--- src/hw/rtl/mfpp_pkg.sv ---
// ----------------------------------------------------------------------------
// mfpp_pkg: shared types and constants for the frame buffer pixel plotter
// Mode codes, default screen size and the command/status bundles between
// the controller and the datapath.
// ----------------------------------------------------------------------------
package mfpp_pkg;

	localparam int SCREEN_WIDTH_DEF  = 320;
	localparam int SCREEN_HEIGHT_DEF = 240;

	localparam logic [1:0] MODE_PLOT  = 2'd0;
	localparam logic [1:0] MODE_CLEAR = 2'd1;
	localparam logic [1:0] MODE_READ  = 2'd2;

	// controller -> datapath
	typedef struct packed {
		logic load;        // capture request, issue memory read
		logic finish;      // complete plot / read / reject
		logic sweep;       // write the entry at the sweep counter
		logic sweep_dirty; // dirty value written by the sweep
		logic clear_done;  // post clear result
	} cmd_t;

	// datapath -> controller
	typedef struct packed {
		logic sweep_last;  // sweep counter at last entry
	} status_t;

endpackage

--- src/hw/rtl/mfpp_ctrl.sv ---
// ----------------------------------------------------------------------------
// mfpp_ctrl: sequencing for the frame buffer pixel plotter
// Runs the power-up clearing pass, accepts requests and steps the datapath
// through plot/read completion or a full clear sweep.
// ----------------------------------------------------------------------------
module mfpp_ctrl import mfpp_pkg::*; (
	input  logic       clk,
	input  logic       arst_n,
	input  logic       start,
	input  logic [1:0] mode,
	input  status_t    status,
	output cmd_t       cmd,
	output logic       busy
);

	typedef enum logic [1:0] {
		ST_INIT,
		ST_IDLE,
		ST_FINISH,
		ST_CLEAR
	} state_t;

	state_t state_q;
	logic   busy_q;

	always_ff @(posedge clk or negedge arst_n) begin
		if (!arst_n) begin
			state_q <= ST_INIT;
			busy_q  <= 1'b1;
		end else begin
			unique case (state_q)
				ST_INIT: begin
					if (status.sweep_last) begin
						state_q <= ST_IDLE;
						busy_q  <= 1'b0;
					end
				end
				ST_IDLE: begin
					if (start) begin
						busy_q  <= 1'b1;
						state_q <= (mode == MODE_CLEAR) ? ST_CLEAR : ST_FINISH;
					end
				end
				ST_FINISH: begin
					state_q <= ST_IDLE;
					busy_q  <= 1'b0;
				end
				ST_CLEAR: begin
					if (status.sweep_last) begin
						state_q <= ST_IDLE;
						busy_q  <= 1'b0;
					end
				end
				default: begin
					state_q <= ST_INIT;
					busy_q  <= 1'b1;
				end
			endcase
		end
	end

	assign busy            = busy_q;
	assign cmd.load        = (state_q == ST_IDLE) && start;
	assign cmd.finish      = (state_q == ST_FINISH);
	assign cmd.sweep       = (state_q == ST_INIT) || (state_q == ST_CLEAR);
	assign cmd.sweep_dirty = (state_q == ST_CLEAR);
	assign cmd.clear_done  = (state_q == ST_CLEAR) && status.sweep_last;

endmodule

--- config.mk ---
export PLATFORM = sky130hd
export DESIGN_NAME = mfpp_ctrl
export DESIGN_NICKNAME = d
export VERILOG_FILES = /design/src/hw/rtl/mfpp_pkg.sv /design/src/hw/rtl/mfpp_ctrl.sv
export SDC_FILE = /design/constraint.sdc
export NUM_CORES = 1
export LEC_CHECK = 0
export ABC_CLOCK_PERIOD_IN_PS = 1700
export BUFFER_PORTS_ARGS = -buffer_cell sky130_fd_sc_hd__buf_2
export CAP_MARGIN = 40
export CORE_AREA = 10 10 47 49
export DETAILED_ROUTE_END_ITERATION = 8
export DIE_AREA = 0 0 57 59
export GPL_ROUTABILITY_DRIVEN = 0
export PLACE_DENSITY = 0.37
export RECOVER_POWER = 50
export SLEW_MARGIN = 20
export SYNTH_ARGS = -nofsm -noshare
export SYNTH_HDL_FRONTEND = slang
export SYNTH_SLANG_ARGS = --single-unit
--- constraint.sdc ---
create_clock -name clk -period 1.7 [get_ports clk]
set_clock_uncertainty 0.2 [all_clocks]
set_input_delay 0.34 -clock clk [delete_from_list [all_inputs] [get_ports clk]]
set_output_delay 0.34 -clock clk [all_outputs]
set_load 0.02 [all_outputs]
# [Word-level counts from Yosys, hierarchy flattened]
# Index checks and enable logic that the tools add are counted.
[op_classes] n_addsub=0 n_mul=0 div_mod_pow=0 order_cmp=0 eq_ne=6 n_shift=0 muxes=7 bitwise_logic=0 n_reduce_logical=6
[op_table] op="2-bit one-hot mux with 3 select lines" count=1
[op_table] op="2-bit by 1-bit equality test with 1-bit output (second input constant)" count=2
[op_table] op="2-bit equality test (second input constant)" count=2
[op_table] op="2-bit two-way mux" count=2
[op_table] op="1-bit two-way mux" count=3
[op_table] op="1-bit one-hot mux with 3 select lines" count=1
[op_table] op="1-bit logical AND" count=2
[op_table] op="2-bit zero test" count=1
[op_table] op="2-bit by 1-bit inequality test with 1-bit output (second input constant)" count=1
[op_table] op="2-bit inequality test (second input constant)" count=1
[op_table] op="2-bit AND reduction" count=1
[op_table] op="2-bit OR reduction" count=1
[op_table] op="1-bit logical OR" count=1
[totals] ff_bits=3 latch_bits=0 ram_bits=0 mem_bits_ro=0 input_bits=6 out_inout_bits=6 n_memories=0

# [Logic depth before layout (Yosys ltp)]
# Gate-level depths: netlist of the first run.
[logic_depth] depth_word=4 mapped_depth=5

# [Worst setup path after synthesis of the first run]
# Ideal clock, no wire load.
[synth_timing] path_kind="register to register" startpoint="register state_q[0]" endpoint="register state_q[0]" setup_time_ps=128 arrival_ps=1393 required_ps=1372 slack_ps=-20 path_stages_with_launch=6 path_buffers=0 period_less_slack_ps=1720 cell_sequence="dfrtp_1 inv_1 ha_1 inv_1 o22ai_4 mux2_1"
[synth_between] elab_chain_len=4 word_cells_on_any_way=9 cone_classes="5 x eq/ne; 1 x mux; 3 x reduce/logical"
[synth_rtl] item="start, declared" line_no="mfpp_ctrl.sv:23" rtl="state_t state_q;"
[synth_rtl] item="start signal, assigned" line_no="mfpp_ctrl.sv:41" rtl="state_q <= (mode == MODE_CLEAR) ? ST_CLEAR : ST_FINISH;"
[synth_rtl] item="2-bit equality test / 2-bit zero test (equally long branches)" line_no="mfpp_ctrl.sv:31" rtl="unique case (state_q)"
[synth_rtl] item="2-bit OR reduction (no line)"
[synth_rtl] item="2-bit by 1-bit inequality test with 1-bit output (no line)"
[synth_rtl] item="2-bit AND reduction (no line)"
# Several ways; a longest one is shown, not always the timed one.
# A chain may end at the register's enable or synchronous reset.

==> impl_metrics.toml, run 1 <==
[synth]
ys_types = 9
syn_inst = 19
ys_seq_area_frac = 0.353
yosys-top-cells-area = "dfrtp_1 (23%), ha_1 (23%), mux2_1 (16%)"
netlist_top_cells_count = "ha_1 (4), inv_1 (4), mux2_1 (3), and2_1 (2), dfrtp_1 (2)"
synth_edf_count = 0
avgSynthCellArea_um2 = 11.4
synth_fp_nets = 29
async_flop_share = 1.00
synth_top_cell_area_share = 0.231
synth_top_area_cell = "dfrtp_1"
netlist_area_um2 = 216
yosys_warnings = 0
ys.flop_type = "dfrtp_1"
synth-seq-cells = 3

[final_layout]
diodes = 0
finalNetCount = 50
final_core_util = 0.303
regArea_um2 = 77.6
fin_cells = 55
fillCellCount = 154
area_growth_pct = 96.0
drive_gt1_frac = 0.769
multi_input_area_um2 = 161

[clocking]
cts_buffer_depth = 2
h-tree-depth = 1
clk_latency_ns = 0.23
cts_root_buf = "clkbuf_4"
clock_sinks = 3
cts_tree = "done"
clk_pin_slew_ns = 0.04
numCtsBuffers = 3

[power]
p_leak_nw = 0.207
ir_drop_uv = 724
powerDensity_mw_per_mm2 = 2160
power_w = 0.000917

[routing]
drt_wl_total_um = 594
postRouteAntennaNets = 0
num_vias = 199
firstDrtPassIters = 2
routedWlPerCell_um = 10.8
drc_errors = 0
vias_per_cell = 3.62
drtIter0Drc = 1

[setup_path]
worst_ep_required_time_ns = 1.16
critical-path-max-stage-delay_ns = 0.38
cp-endpoint = "cmd[0]"
r2r_slack_ns = 0.02
slowest_stage = "dfrtp_1"
cp_max_fo = 3
cp.arrival_ns = 1.16
worst_r2r_path_depth = 5
critPathLaunch = "state_q[0]"
crit_type = "reg2out"
end_kind = "output pin"
rr_startpoint = "state_q[1]"
cp.depth = 4
reg2reg_to = "state_q[0]"
cp_common_cell = "buf_6"
start_kind = "flip-flop"
critPathTopFamily = "flip-flops"
worstPathBufferInverterCount = 2
crit_path_cell_trace = "buf_6 > ha_2 > and2_4 > buf_6"

[sta]
relSlewSlack = 0.869
holdWs_ns = 0.250
slew_violations = 0
finalCritPeriodShare = 1.00
finalWorstSetupSlack_ns = -0.00218
tightest_slew_ns = 0.197
setup_tns_ns = -0.00218
setup_viol = 1
fin_crit_ns = 1.70
rsz0062_at_grt = "true"
finalHoldViolCount = 0
clock.fmax_ghz = 0.587

[floorplanning]
coreArea_mm2 = 0.00140
dieHeight_um = 59
dieArea_mm2 = 0.00336
start_util = 0.154
dieWidth_um = 57
rows = 14
ios = 12

[global_route]
globalRouteOverflowTotal = 0
track_usage = 0.0376
grt_pass1_vias = 236
antenna_found_initial = 0
grt_max_degree = 5
grt_pass1_wl_um = 945

[run_status]
violations = "negative setup slack"
outcome = "finished, violations left"

[placement]
hpwl_um = 459
placed_cells_incl_taps = 47
portBuffers = 11

[min_path]
hold_path_class = "in2async"

[flow_run]
maxCapViolCount = 0
==> per-layer routing <==
layer,track usage,up-vias,wire length (µm)
li1,-,100,-
met1,0.0381,87,281
met2,0.0403,12,215
met3,0.0300,0,97
met4,0.0503,0,0
met5,0,-,0
==> state kept, by name, summed over array words and instances, names as in the netlist <==
register and count:
busy 1, state_q 2
==> report_power, final <==
part	internal, W	switching [W]
logic	0.000348	0.000296
clock network	0.0000880	0.0000370
registers	0.000120	0.0000288
==> cells in the final DEF, fill, tap and decap left out, drive strengths merged <==
cell	instances
mux2	3
o21ai	1
o22ai	1
dfstp	1
and2	2
buf	14
dlygate4sd3	1
clkbuf	5
ha	4
inv	5
dfrtp	2
==> repair_timing <==
item                                    in CTS  in global routing
endpoints found under the hold margin        3                  0
hold buffers                                 1                  0
gates resized for setup                     15                  4
setup buffers                                3                  0
pin swaps                                    1                  1
endpoints found under the setup margin       3                  5
==> logic make-up after synthesis <==
logic type | Yosys count | synth area share
mux | 3 | 0.156
fa+ha+maj | 4 | 0.231
flops | 3 | 0.353
buf+inv | 5 | 0.0867
compound gates | 2 | 0.116
simple gates | 2 | 0.0578
==> how the worst min path moves through the flow <==
stage	end	slack [ns]
6_report	state_q[1]	0.25
5_1_grt	state_q[1]	0.25
4_1_cts	state_q[1]	0.22
3_5_place_dp	state_q[1]	-0.06
3_3_place_gp	state_q[1]	-0.06
2_1_floorplan	state_q[0]	-0.16
==> area by class of cell <==
type	count	share of cell area
tap	16	0.0472
timing repair buffer	16	0.283
inverter	5	0.0442
multi-input combinational	11	0.381
clock buffer	4	0.0619
sequential	3	0.183
==> stage by stage <==
| step | cell area, µm² | setup WS (ns) |
|---|---|---|
| finish | 424 | -0.00218 |
| global route | 424 | -0.0350 |
| CTS | 417 | -0.0160 |
| detailed placement | 302 | 0.0582 |
| global placement | 302 | 0.0747 |
| floorplan | 219 | 0.0121 |
Note: power is estimated with default switching activity, not from simulation.
==> inputs of run 2 (changes only) <==
Settings changed: CTS_BUF_LIST set to sky130_fd_sc_hd__clkbuf_8.
==> run 2 against run 1 <==
The run now ends clean. Clock power is 60% higher. Die area stayed put. Cell area is 3.5% higher. Clock-buffer cell count is 1 lower. Core utilization is 1.1 points higher. Register-to-register slack better by 0.05 ns. Non-clock buffer count stayed put. Sequential power is 7% higher. Via count stayed put.
==> impl_metrics.toml, run 2 (synthesis results as in run 1) <==
[run_status]
outcome = "finished clean"

[global_route]
track_usage = 0.0350
globalRouteOverflowTotal = 0
antenna_found_initial = 0
grt_pass1_vias = 209
grt_max_degree = 5
grt_pass1_wl_um = 869

[final_layout]
largest_register_ffs = 2
drive_gt1_frac = 0.667
final_cell_mix = "buf_2 (5), buf_6 (4)"
diodes = 0
final_common_cell = "buf_2"
finalNetCount = 50
regMostFlops = "state_q"
final_core_util = 0.313
area_growth_pct = 103

[routing]
firstDrtPassIters = 1
vias_per_cell = 3.62
drt_wl_total_um = 618
drtIter0Drc = 0
drc_errors = 0
num_vias = 199
postRouteAntennaNets = 0
routedWlPerCell_um = 11.2

[power]
ir_drop_uv = 791
powerDensity_mw_per_mm2 = 2170
power_w = 0.000953
p_leak_nw = 0.205

[floorplanning]
start_util = 0.154
dieWidth_um = 57
dieHeight_um = 59
rows = 14
coreArea_mm2 = 0.00140
dieArea_mm2 = 0.00336
ios = 12

[sta]
holdWs_ns = 0.268
rsz0062_at_grt = "true"
clock.fmax_ghz = 0.599
finalHoldViolCount = 0
tightest_slew_ns = 0.263
setup_viol = 0
finalWorstSetupSlack_ns = 0.0310
fin_crit_ns = 1.67
slew_violations = 0
finalCritPeriodShare = 0.982
relSlewSlack = 0.825

[placement]
place_ws_ns = 0.0582
portBuffers = 11
hpwl_um = 459

[setup_path]
end_kind = "output pin"
cp.arrival_ns = 1.13
crit_type = "reg2out"
worst_ep_required_time_ns = 1.16
start_kind = "flip-flop"
r2r_slack_ns = 0.07
cp_max_fo = 3

[clocking]
cts_buffer_depth = 2
h-tree-depth = 1
cts_tree = "done"
clk_pin_slew_ns = 0.03
numCtsBuffers = 3
clock_sinks = 3
cts_root_buf = "clkbuf_8"
clk_latency_ns = 0.21

[min_path]
hold_path_class = "in2async"

[flow_run]
maxCapViolCount = 0
==> run 2: cell types whose count changed in the layout (fill, tap and decap cells not counted) <==
cell and delta:
clkbuf_1 +1, ha_4 +1, clkbuf_8 +3, ha_2 -1
buf_4 +1, buf_2 -2, buf_6 -1, mux2_4 -2
inv_1 +1, clkbuf_4 -3, mux2_1 +2
==> run 2: final timing paths <==
| path | start | to | cells past startpoint |
|---|---|---|---|
| setup / recovery | state_q[0] | cmd[4] | 4 |
| hold / removal | arst_n | state_q[0] | 2 |
| setup reg to reg | state_q[0] | state_q[1] | 6 |
| hold reg to reg | state_q[1] | state_q[1] | 1 |
| max in group asynchronous | arst_n | busy | 2 |
| min in group clk | mode[0] | state_q[0] | 4 |
==> run 2: where the power goes <==
part / total [W] / internal [W] / leakage, nW / switching (W)
logic: 0.000595 / 0.000307 / 0.146 / 0.000288
registers: 0.000158 / 0.000120 / 0.0321 / 0.0000386
clock network: 0.000200 / 0.000154 / 0.0269 / 0.0000460
==> run 2: area by class of cell <==
| class | count | area (µm²) |
|---|---|---|
| flip-flops and latches | 3 | 77.6 |
| fillers | 153 | 962 |
| repair buffers | 16 | 114 |
| clock buffers | 3 | 41.3 |
| well taps | 16 | 20.0 |
| clock inverters | 1 | 3.75 |
| multi-input cells | 11 | 164 |
| inverters | 5 | 18.8 |
==> run 2: timing repair <==
item	CTS	global route
setup endpoints to repair	2	5
resized for setup	9	8
setup buffers	2	1
pin swaps	1	0
endpoints found under the hold margin	3	0
hold buffers	1	0
==> run 2: critical path: stages, from the launching register on <==
cell and delay [ns]:
dfrtp_1 0.37, buf_6 0.14, ha_4 0.15, and2_4 0.13
buf_6 0.12
==> run 2: per-stage QoR <==
stage	std cells	area (µm²)	TNS (ns)
floorplan	19	219	0
global placement	47	302	0
detailed placement	47	302	0
CTS	54	399	-0.0659
global route	55	439	-0.00502
finish	55	439	0
==> run 2: per-layer routing <==
layer,wire [µm],vias to the layer above,track usage
met5,0,-,0
met4,17,0,0.0503
met3,105,2,0.0300
met2,233,14,0.0326
met1,262,85,0.0369
li1,-,98,-
